File: src/rtl/cpro_pkg.sv
// ----------------------------------------------------------------------------
// cpro_pkg
// Shared types and constants for the clipped pixel raster-op unit.
// ----------------------------------------------------------------------------
`default_nettype none

package cpro_pkg;

    localparam int REG_W   = 13;
    localparam int MODE_W  = 3;
    localparam int PIXEL_W = 32;
    localparam int IDX_W   = 3;
    localparam int ARITH_W = 17;

    localparam logic [MODE_W-1:0] MODE_FILL   = 3'd0;
    localparam logic [MODE_W-1:0] MODE_BLEND  = 3'd1;
    localparam logic [MODE_W-1:0] MODE_INVERT = 3'd2;
    localparam logic [MODE_W-1:0] MODE_CHECK  = 3'd3;
    localparam logic [MODE_W-1:0] MODE_COPY   = 3'd4;

    localparam logic [IDX_W-1:0] REG_OP_MODE      = 3'd0;
    localparam logic [IDX_W-1:0] REG_FILL_COLOR   = 3'd1;
    localparam logic [IDX_W-1:0] REG_CLIP_LEFT    = 3'd2;
    localparam logic [IDX_W-1:0] REG_CLIP_TOP     = 3'd3;
    localparam logic [IDX_W-1:0] REG_CLIP_WIDTH   = 3'd4;
    localparam logic [IDX_W-1:0] REG_CLIP_HEIGHT  = 3'd5;
    localparam logic [IDX_W-1:0] REG_FRAME_WIDTH  = 3'd6;
    localparam logic [IDX_W-1:0] REG_FRAME_HEIGHT = 3'd7;

    localparam logic [REG_W-1:0] FRAME_WIDTH_RST  = 13'd640;
    localparam logic [REG_W-1:0] FRAME_HEIGHT_RST = 13'd480;

    localparam logic [PIXEL_W-1:0] RGB_MASK   = 32'h00FF_FFFF;
    localparam logic [PIXEL_W-1:0] ALPHA_MASK = 32'hFF00_0000;

    typedef struct packed {
        logic signed [ARITH_W-1:0] x0;
        logic signed [ARITH_W-1:0] y0;
        logic signed [ARITH_W-1:0] x1;
        logic signed [ARITH_W-1:0] y1;
        logic                      nonempty;
    } region_t;

endpackage

`default_nettype wire

File: src/rtl/clipped_pixel_raster_op_top.sv
// An accepted request is captured in the input register, and its result then in
// the result register, where it stays valid until taken. Throughput: one pixel
// per cycle, limited only by output stall. Stall propagates combinationally from
// the output to the input.
// Reset: asynchronous active low; clears valid flags and the mode, fill and clip
// configuration registers, and sets the frame size to 640x480.
// ----------------------------------------------------------------------------
// clipped_pixel_raster_op_top
// Per-pixel raster-op unit with clip rectangle and five drawing modes.
// ----------------------------------------------------------------------------
`default_nettype none

module clipped_pixel_raster_op_top #(
    parameter int COORD_BITS = 12
) (
    input  wire logic                              clk,
    input  wire logic                              rst_n,
    input  wire logic                              cfg_we,
    input  wire logic [cpro_pkg::IDX_W-1:0]        cfg_index,
    input  wire logic [cpro_pkg::PIXEL_W-1:0]      cfg_data,
    input  wire logic                              in_valid,
    output logic                                   in_stall,
    input  wire logic [COORD_BITS-1:0]             pix_col,
    input  wire logic [COORD_BITS-1:0]             pix_row,
    input  wire logic [cpro_pkg::PIXEL_W-1:0]      dest_pixel,
    input  wire logic [cpro_pkg::PIXEL_W-1:0]      source_pixel,
    output logic                                   out_valid,
    input  wire logic                              out_stall,
    output logic      [cpro_pkg::PIXEL_W-1:0]      result_pixel,
    output logic                                   pixel_changed
);

    logic [cpro_pkg::MODE_W-1:0]  op_mode_reg;
    logic [cpro_pkg::PIXEL_W-1:0] fill_color_reg;
    logic [cpro_pkg::REG_W-1:0]   clip_left_reg;
    logic [cpro_pkg::REG_W-1:0]   clip_top_reg;
    logic [cpro_pkg::REG_W-1:0]   clip_width_reg;
    logic [cpro_pkg::REG_W-1:0]   clip_height_reg;
    logic [cpro_pkg::REG_W-1:0]   frame_width_reg;
    logic [cpro_pkg::REG_W-1:0]   frame_height_reg;

    logic                         s1_valid_reg;
    logic [COORD_BITS-1:0]        s1_col_reg;
    logic [COORD_BITS-1:0]        s1_row_reg;
    logic [cpro_pkg::PIXEL_W-1:0] s1_dest_reg;
    logic [cpro_pkg::PIXEL_W-1:0] s1_src_reg;

    logic                         out_valid_reg;
    logic [cpro_pkg::PIXEL_W-1:0] result_pixel_reg;
    logic                         pixel_changed_reg;

    logic                         advance;
    cpro_pkg::region_t            region;
    logic [cpro_pkg::PIXEL_W-1:0] result_next;
    logic                         changed_next;

    always_ff @(posedge clk or negedge rst_n)
    begin
        if (!rst_n)
        begin
            op_mode_reg      <= cpro_pkg::MODE_FILL;
            fill_color_reg   <= '0;
            clip_left_reg    <= '0;
            clip_top_reg     <= '0;
            clip_width_reg   <= '0;
            clip_height_reg  <= '0;
            frame_width_reg  <= cpro_pkg::FRAME_WIDTH_RST;
            frame_height_reg <= cpro_pkg::FRAME_HEIGHT_RST;
        end
        else if (cfg_we)
        begin
            unique case (cfg_index)
                cpro_pkg::REG_OP_MODE:      op_mode_reg      <= cfg_data[cpro_pkg::MODE_W-1:0];
                cpro_pkg::REG_FILL_COLOR:   fill_color_reg   <= cfg_data;
                cpro_pkg::REG_CLIP_LEFT:    clip_left_reg    <= cfg_data[cpro_pkg::REG_W-1:0];
                cpro_pkg::REG_CLIP_TOP:     clip_top_reg     <= cfg_data[cpro_pkg::REG_W-1:0];
                cpro_pkg::REG_CLIP_WIDTH:   clip_width_reg   <= cfg_data[cpro_pkg::REG_W-1:0];
                cpro_pkg::REG_CLIP_HEIGHT:  clip_height_reg  <= cfg_data[cpro_pkg::REG_W-1:0];
                cpro_pkg::REG_FRAME_WIDTH:  frame_width_reg  <= cfg_data[cpro_pkg::REG_W-1:0];
                cpro_pkg::REG_FRAME_HEIGHT: frame_height_reg <= cfg_data[cpro_pkg::REG_W-1:0];
                default:                    op_mode_reg      <= op_mode_reg;
            endcase
        end
    end

    assign advance  = !out_valid_reg || !out_stall;
    assign in_stall = s1_valid_reg && !advance;

    always_ff @(posedge clk or negedge rst_n)
    begin
        if (!rst_n)
        begin
            s1_valid_reg  <= 1'b0;
            out_valid_reg <= 1'b0;
        end
        else
        begin
            if (!in_stall)
            begin
                s1_valid_reg <= in_valid;
            end
            if (advance)
            begin
                out_valid_reg <= s1_valid_reg;
            end
        end
    end

    always_ff @(posedge clk)
    begin
        if (in_valid && !in_stall)
        begin
            s1_col_reg  <= pix_col;
            s1_row_reg  <= pix_row;
            s1_dest_reg <= dest_pixel;
            s1_src_reg  <= source_pixel;
        end
        if (s1_valid_reg && advance)
        begin
            result_pixel_reg  <= result_next;
            pixel_changed_reg <= changed_next;
        end
    end

    cpro_region u_region (
        .clip_left    ($signed(clip_left_reg)),
        .clip_top     ($signed(clip_top_reg)),
        .clip_width   (clip_width_reg),
        .clip_height  (clip_height_reg),
        .frame_width  (frame_width_reg),
        .frame_height (frame_height_reg),
        .region       (region)
    );

    cpro_pixel_op #(
        .COORD_BITS (COORD_BITS)
    ) u_pixel_op (
        .op_mode       (op_mode_reg),
        .fill_color    (fill_color_reg),
        .region        (region),
        .pix_col       (s1_col_reg),
        .pix_row       (s1_row_reg),
        .dest_pixel    (s1_dest_reg),
        .source_pixel  (s1_src_reg),
        .result_pixel  (result_next),
        .pixel_changed (changed_next)
    );

    assign out_valid     = out_valid_reg;
    assign result_pixel  = result_pixel_reg;
    assign pixel_changed = pixel_changed_reg;

endmodule

`default_nettype wire

File: src/rtl/cpro_region.sv
// ----------------------------------------------------------------------------
// cpro_region
// Intersects the clip rectangle with the framebuffer bounds.
// ----------------------------------------------------------------------------
`default_nettype none

module cpro_region (
    input  wire logic signed [cpro_pkg::REG_W-1:0] clip_left,
    input  wire logic signed [cpro_pkg::REG_W-1:0] clip_top,
    input  wire logic        [cpro_pkg::REG_W-1:0] clip_width,
    input  wire logic        [cpro_pkg::REG_W-1:0] clip_height,
    input  wire logic        [cpro_pkg::REG_W-1:0] frame_width,
    input  wire logic        [cpro_pkg::REG_W-1:0] frame_height,
    output cpro_pkg::region_t                      region
);

    localparam int EXT_W = cpro_pkg::ARITH_W - cpro_pkg::REG_W;

    logic signed [cpro_pkg::ARITH_W-1:0] left_s;
    logic signed [cpro_pkg::ARITH_W-1:0] top_s;
    logic signed [cpro_pkg::ARITH_W-1:0] cw_s;
    logic signed [cpro_pkg::ARITH_W-1:0] ch_s;
    logic signed [cpro_pkg::ARITH_W-1:0] fw_s;
    logic signed [cpro_pkg::ARITH_W-1:0] fh_s;
    logic signed [cpro_pkg::ARITH_W-1:0] right_raw;
    logic signed [cpro_pkg::ARITH_W-1:0] bottom_raw;

    always_comb
    begin
        left_s     = $signed({{EXT_W{clip_left[cpro_pkg::REG_W-1]}}, clip_left});
        top_s      = $signed({{EXT_W{clip_top[cpro_pkg::REG_W-1]}}, clip_top});
        cw_s       = $signed({{EXT_W{1'b0}}, clip_width});
        ch_s       = $signed({{EXT_W{1'b0}}, clip_height});
        fw_s       = $signed({{EXT_W{1'b0}}, frame_width});
        fh_s       = $signed({{EXT_W{1'b0}}, frame_height});
        right_raw  = left_s + cw_s;
        bottom_raw = top_s + ch_s;

        region.x0 = (left_s > 0) ? left_s : '0;
        region.y0 = (top_s > 0) ? top_s : '0;
        region.x1 = (right_raw > fw_s) ? fw_s : right_raw;
        region.y1 = (bottom_raw > fh_s) ? fh_s : bottom_raw;
        region.nonempty = (region.x1 > region.x0) && (region.y1 > region.y0);
    end

endmodule

`default_nettype wire

File: src/rtl/cpro_pixel_op.sv
// ----------------------------------------------------------------------------
// cpro_pixel_op
// Region test and per-mode pixel operation for one pixel.
// ----------------------------------------------------------------------------
`default_nettype none

module cpro_pixel_op #(
    parameter int COORD_BITS = 12
) (
    input  wire logic [cpro_pkg::MODE_W-1:0]  op_mode,
    input  wire logic [cpro_pkg::PIXEL_W-1:0] fill_color,
    input  wire cpro_pkg::region_t            region,
    input  wire logic [COORD_BITS-1:0]        pix_col,
    input  wire logic [COORD_BITS-1:0]        pix_row,
    input  wire logic [cpro_pkg::PIXEL_W-1:0] dest_pixel,
    input  wire logic [cpro_pkg::PIXEL_W-1:0] source_pixel,
    output logic      [cpro_pkg::PIXEL_W-1:0] result_pixel,
    output logic                              pixel_changed
);

    localparam int EXT_W = cpro_pkg::ARITH_W - COORD_BITS;

    function automatic logic [7:0] blend_chan(
        input logic [7:0] a,
        input logic [7:0] fg,
        input logic [7:0] d
    );
        logic [8:0]  wa;
        logic [8:0]  wd;
        logic [15:0] sum;
        wa  = {1'b0, a} + 9'd1;
        wd  = 9'd256 - {1'b0, a};
        sum = wa * {1'b0, fg} + wd * {1'b0, d};
        return sum[15:8];
    endfunction

    logic signed [cpro_pkg::ARITH_W-1:0] col_s;
    logic signed [cpro_pkg::ARITH_W-1:0] row_s;
    logic                                in_region;
    logic                                even;
    logic [7:0]                          alpha;
    logic [cpro_pkg::PIXEL_W-1:0]        blended;

    always_comb
    begin
        col_s  = $signed({{EXT_W{1'b0}}, pix_col});
        row_s  = $signed({{EXT_W{1'b0}}, pix_row});
        in_region = region.nonempty && (col_s >= region.x0) && (col_s < region.x1)
                    && (row_s >= region.y0) && (row_s < region.y1);
        even   = ~(pix_col[0] ^ pix_row[0] ^ region.x0[0] ^ region.y0[0]);
        alpha  = fill_color[31:24];

        blended = {blend_chan(alpha, alpha, dest_pixel[31:24]),
                   blend_chan(alpha, fill_color[23:16], dest_pixel[23:16]),
                   blend_chan(alpha, fill_color[15:8], dest_pixel[15:8]),
                   blend_chan(alpha, fill_color[7:0], dest_pixel[7:0])};

        result_pixel  = dest_pixel;
        pixel_changed = 1'b0;
        if (in_region)
        begin
            unique case (op_mode)
                cpro_pkg::MODE_FILL:
                begin
                    result_pixel  = fill_color;
                    pixel_changed = 1'b1;
                end
                cpro_pkg::MODE_BLEND:
                begin
                    result_pixel  = blended;
                    pixel_changed = 1'b1;
                end
                cpro_pkg::MODE_INVERT:
                begin
                    result_pixel  = dest_pixel ^ cpro_pkg::RGB_MASK;
                    pixel_changed = 1'b1;
                end
                cpro_pkg::MODE_CHECK:
                begin
                    if (even)
                    begin
                        result_pixel  = dest_pixel ^ cpro_pkg::RGB_MASK;
                        pixel_changed = 1'b1;
                    end
                end
                cpro_pkg::MODE_COPY:
                begin
                    result_pixel  = source_pixel | cpro_pkg::ALPHA_MASK;
                    pixel_changed = 1'b1;
                end
                default:
                begin
                    result_pixel  = dest_pixel;
                    pixel_changed = 1'b0;
                end
            endcase
        end
    end

endmodule

`default_nettype wire

File: config.mk
export PLATFORM = sky130hd
export DESIGN_NAME = clipped_pixel_raster_op_top
export DESIGN_NICKNAME = d
export VERILOG_FILES = /design/src/rtl/cpro_pkg.sv /design/src/rtl/clipped_pixel_raster_op_top.sv /design/src/rtl/cpro_region.sv /design/src/rtl/cpro_pixel_op.sv
export SDC_FILE = /design/constraint.sdc
export NUM_CORES = 2
export LEC_CHECK = 0
export ABC_CLOCK_PERIOD_IN_PS = 18400
export BUFFER_PORTS_ARGS = -buffer_cell sky130_fd_sc_hd__buf_2
export CORE_ASPECT_RATIO = 0.8
export CORE_UTILIZATION = 40
export CTS_CLUSTER_SIZE = 20
export DETAILED_ROUTE_END_ITERATION = 8
export SLEW_MARGIN = 20
export SYNTH_ARGS = -nofsm -noshare
export SYNTH_HDL_FRONTEND = slang
export SYNTH_SLANG_ARGS = --single-unit
File: constraint.sdc
create_clock -name clk -period 18.4 [get_ports clk]
set_input_delay 4.6 -clock clk [delete_from_list [all_inputs] [get_ports clk]]
set_output_delay 4.6 -clock clk [all_outputs]
set_load 0.005 [all_outputs]
After elaboration in Yosys (flattened, before gate mapping) --
Index checks and enable logic that the tools add are counted.
Storage, ports and cells: register bits 228, bits in latches 0, RAM bits 0, memory bits (read-only) 0, output and inout port bits 35, word-level logic and storage cells 90, memories 0
Operators by class: add/subtract/negate cells 8, $mul 8, divide/modulo/power cells 0, order comparisons 10, equal/unequal tests 11, shift operators 0, mux-type cells 9, bitwise operators 4, reduce and logical (&&, ||, !) cells 24
Operators by type and width (count):
- case mux 32 bit (5 select lines) | 1
- multiplier 9 x 8 -> 16 bit | 8
- two-way mux 17 bit | 4
- adder 16 bit | 4
- >= comparator 13 x 17 -> 1 bit | 2
- greater-than comparator 17 x 14 -> 1 bit | 2
- greater-than comparator 17 bit | 2
- < comparator 13 x 17 -> 1 bit | 2
- two-way mux 32 bit | 1
- adder 13 x 14 -> 15 bit | 2
- greater-than comparator 13 x 1 -> 1 bit, second input constant | 2
- two-way mux 24 bit | 1
- inverter 24 bit | 1
- AND reduction 2 bit | 8
- equality test 3 bit, second input constant | 5
- equality test 3 x 2 -> 1 bit, second input constant | 4
- adder 8 x 1 -> 9 bit, second input constant | 1
- subtractor 9 x 8 -> 9 bit, first input constant | 1
- logical AND 1 bit | 8
- equality test 3 x 1 -> 1 bit, second input constant | 2
- logical NOT 3 bit | 2
- logical NOT 1 bit | 4
- OR reduction 4 bit | 1
- bitwise XOR 1 bit | 3
- 3 further kinds | 3

Longest topological paths before layout --
depth after elaboration 10, depth in mapped cells 34

By module --
From an unflattened synthesis, not the netlist that was laid out.
Second synthesis, totals: cell total of the unflattened synthesis 3246, area total of the unflattened synthesis 32208.4 um2
By module, submodules not included:
- cpro_pixel_op | times used 1, cells each 2439, area an instance 20962.6 um2, sequential area each 0.0 um2
- clipped_pixel_raster_op_top | times used 1, cells each 373, area an instance 7983.9 um2, sequential area each 6518.8 um2
- cpro_region | times used 1, cells each 434, area an instance 3261.9 um2, sequential area each 0.0 um2

Least setup slack after synthesis --
No wires, ideal clock.
kind input to output, start point input out_stall, end point output in_stall, arrival time 4.745 ns, required time 13.800 ns, setup slack 9.055 ns, cell stages on the path 2, path buffers 0, path through nand3_1 inv_1
Between the ends: word-level cells in the longest chain between the ends 4
RTL lines:
- from (decl) | RTL line clipped_pixel_raster_op_top.sv:28 | input wire logic out_stall,
- logical NOT 1 bit | RTL line clipped_pixel_raster_op_top.sv:86 | assign advance = !out_valid_reg || !out_stall;
- logical OR 1 bit | RTL line clipped_pixel_raster_op_top.sv:86
- logical NOT 1 bit | RTL line clipped_pixel_raster_op_top.sv:87 | assign in_stall = s1_valid_reg && !advance;
- logical AND 1 bit | RTL line clipped_pixel_raster_op_top.sv:87
- to (decl) | RTL line clipped_pixel_raster_op_top.sv:22 | output logic in_stall,
No other way between the ends.

Worst setup path in the final report --
Same ends and word-level chain as after synthesis.

==> reports/metrics.yaml <==
synthDistinctLibCells: 85
drtIter0Drc: 1467
relSlewSlack: 0.260
synthArstFlopShare: 0.504
dp_hpwl_mm: 61.9
synthCells: 3167
postCtsResizedCells: 0
crit_path_start_kind: "input port"
grt_antenna_before_repair: 7
setup_tns_ns: 0
syn_avg_cell_area_um2: 9.97
final_hold_viol_count: 0
num_vias: 21895
grt_use_total: 0.212
hold_class: "reg -> reg"
cts_tree: "done"
die-height_um: 253
wl_per_cell_um: 19.2
numCtsBuffers: 28
coreArea_mm2: 0.0775
setup_violations: 0
start_util: 0.407
fin_ws_ns: 8.80
yosysSeqAreaShare: 0.199
ff2ff_path_depth: 25
skew_ns: 0.0682
worst_slew_pin_slew_ns: 1.11
cts_sinks: 228
synth_area_mm2: 0.0316
synthTopCellsByCount: "588 x inv_1, 426 x fa_1, 369 x ha_1"
boundaryPins: 163
finalMaxSlewViolations: 0
grt_pass1_wl_mm: 131
globalRouteOverflowTotal: 0
synth_top_area_share: 0.270
regArea_mm2: 0.00628
yosys.area.top_type: "fa_1"
yosysMostFrequentCell: "inv_1"
ant_nets: 0
drtPass1Iterations: 5
clk_pin_slew_ns: 0.06
syn_to_final_growth_pct: 8.74
pre_cts_slack_ns: 8.79
maxCapViolCount: 0
synth_area_leaders: "fa_1 27%, ha_1 15%, edfxtp_1 11%"
holdPathStages: 1
outcome: "finished clean"
synth_enable_flop_cells: 113
h-tree-depth: 1
cts-root-buf: "clkbuf_16"
rows: 91
gp_congestion: 0.876
die-area_mm2: 0.0800
min_period_over_period: 0.522
multi_input_area_mm2: 0.0226
drc: 0
clk_latency_ns: 0.64
crit_fanout: 3
die_width_um: 316
fin_area_mm2: 0.0343
post_cts_buffers: 0
yosysWarnings: 0
ys_seq_elements: 228
io_buffers: 154
fmaxAchievable_mhz: 104
final_cells: 4280
grt_pass1_vias: 22686
antenna_cells: 0
synthFlopType: "edfxtp_1"
worstPathRequired_ns: 13.80
wirelength_mm: 82.0
max-clock-path-buffers: 3
grt_max_degree: 65
grt_setup_unrepaired: "false"
min_period_ns: 9.60
drive_above_1_share: 0.128
end_kind: "primary output"
vias_per_cell: 5.12
place_area_mm2: 0.0334
critPathKind: "in -> out"
fill_cells: 7405
ctsHoldBuffers: 0
arrival_ns: 5.00
nets: 4158
dp_cells: 4228
-- cell type report --
cell class,count,share of cell area
Multi-Input combinational cell,2201,0.658
Clock inverter,22,0.00718
Timing Repair Buffer,186,0.0296
Sequential cell,228,0.183
Inverter,590,0.0645
Clock buffer,30,0.0206
Tap cell,1023,0.0373
-- cells by family after synthesis --
family | share of synthesized area
DFF | 0.199
AOI/OAI and AO/OA | 0.0788
other | 0.000119
and+or+nand+nor | 0.138
xor gates and xnor gates | 0.0247
buffers and inverters | 0.0898
muxes | 0.0535
adders and majority gates | 0.417
-- per-stage QoR --
stage	hold WS, ns	util
after floorplan	0.443	-
after global placement	0.480	0.430
after detailed placement	0.471	0.430
after CTS	0.486	0.443
after global routing	0.524	0.443
final	0.493	0.443
-- critical path, cell delays in order --
cell,delay [ns]
buf_2,0.12
nand3_1,0.11
inv_1,0.07
buf_2,0.10
-- layout by cell type, fill, tap and decap left out, drive strengths merged, types with 27 or more instances in the layout --
master / n
inv: 595
fa: 426
ha: 369
nand2: 215
and2: 205
buf: 186
nand2b: 150
mux2: 123
edfxtp: 113
dfrtp: 109
a21oi: 84
o21ai: 82
nor2b: 81
xnor2: 65
nor2: 58
clkbuf: 30
mux2i: 28
o22ai: 27
-- routing by layer --
layer | up-vias | wire length, um | GRT usage | share of wire
li1 | 10240 | - | - | -
met1 | 10994 | 38500 | 0.307 | 0.47
met2 | 578 | 36600 | 0.332 | 0.45
met3 | 81 | 5150 | 0.0337 | 0.063
met4 | 2 | 1820 | 0.0453 | 0.022
met5 | - | 7 | 0 | 0.000085
-- worst paths after layout --
| kind | end | slack [ns] | from |
|---|---|---|---|
| worst min-delay path | out_valid | 0.49 | s1_valid_reg |
| worst max register to register | result_pixel[15] | 9.56 | fill_color_reg[25] |
| worst max-delay path | in_stall | 8.80 | out_stall |
| min in group asynchronous | frame_width_reg[6] | 3.93 | rst_n |
| max in group asynchronous | clip_height_reg[9] | 13.10 | rst_n |
| worst min register to register | out_valid | 0.49 | s1_valid_reg |
Power is not shown: default switching activity piles up to over one toggle a cycle in this logic, so the estimate is an artifact.
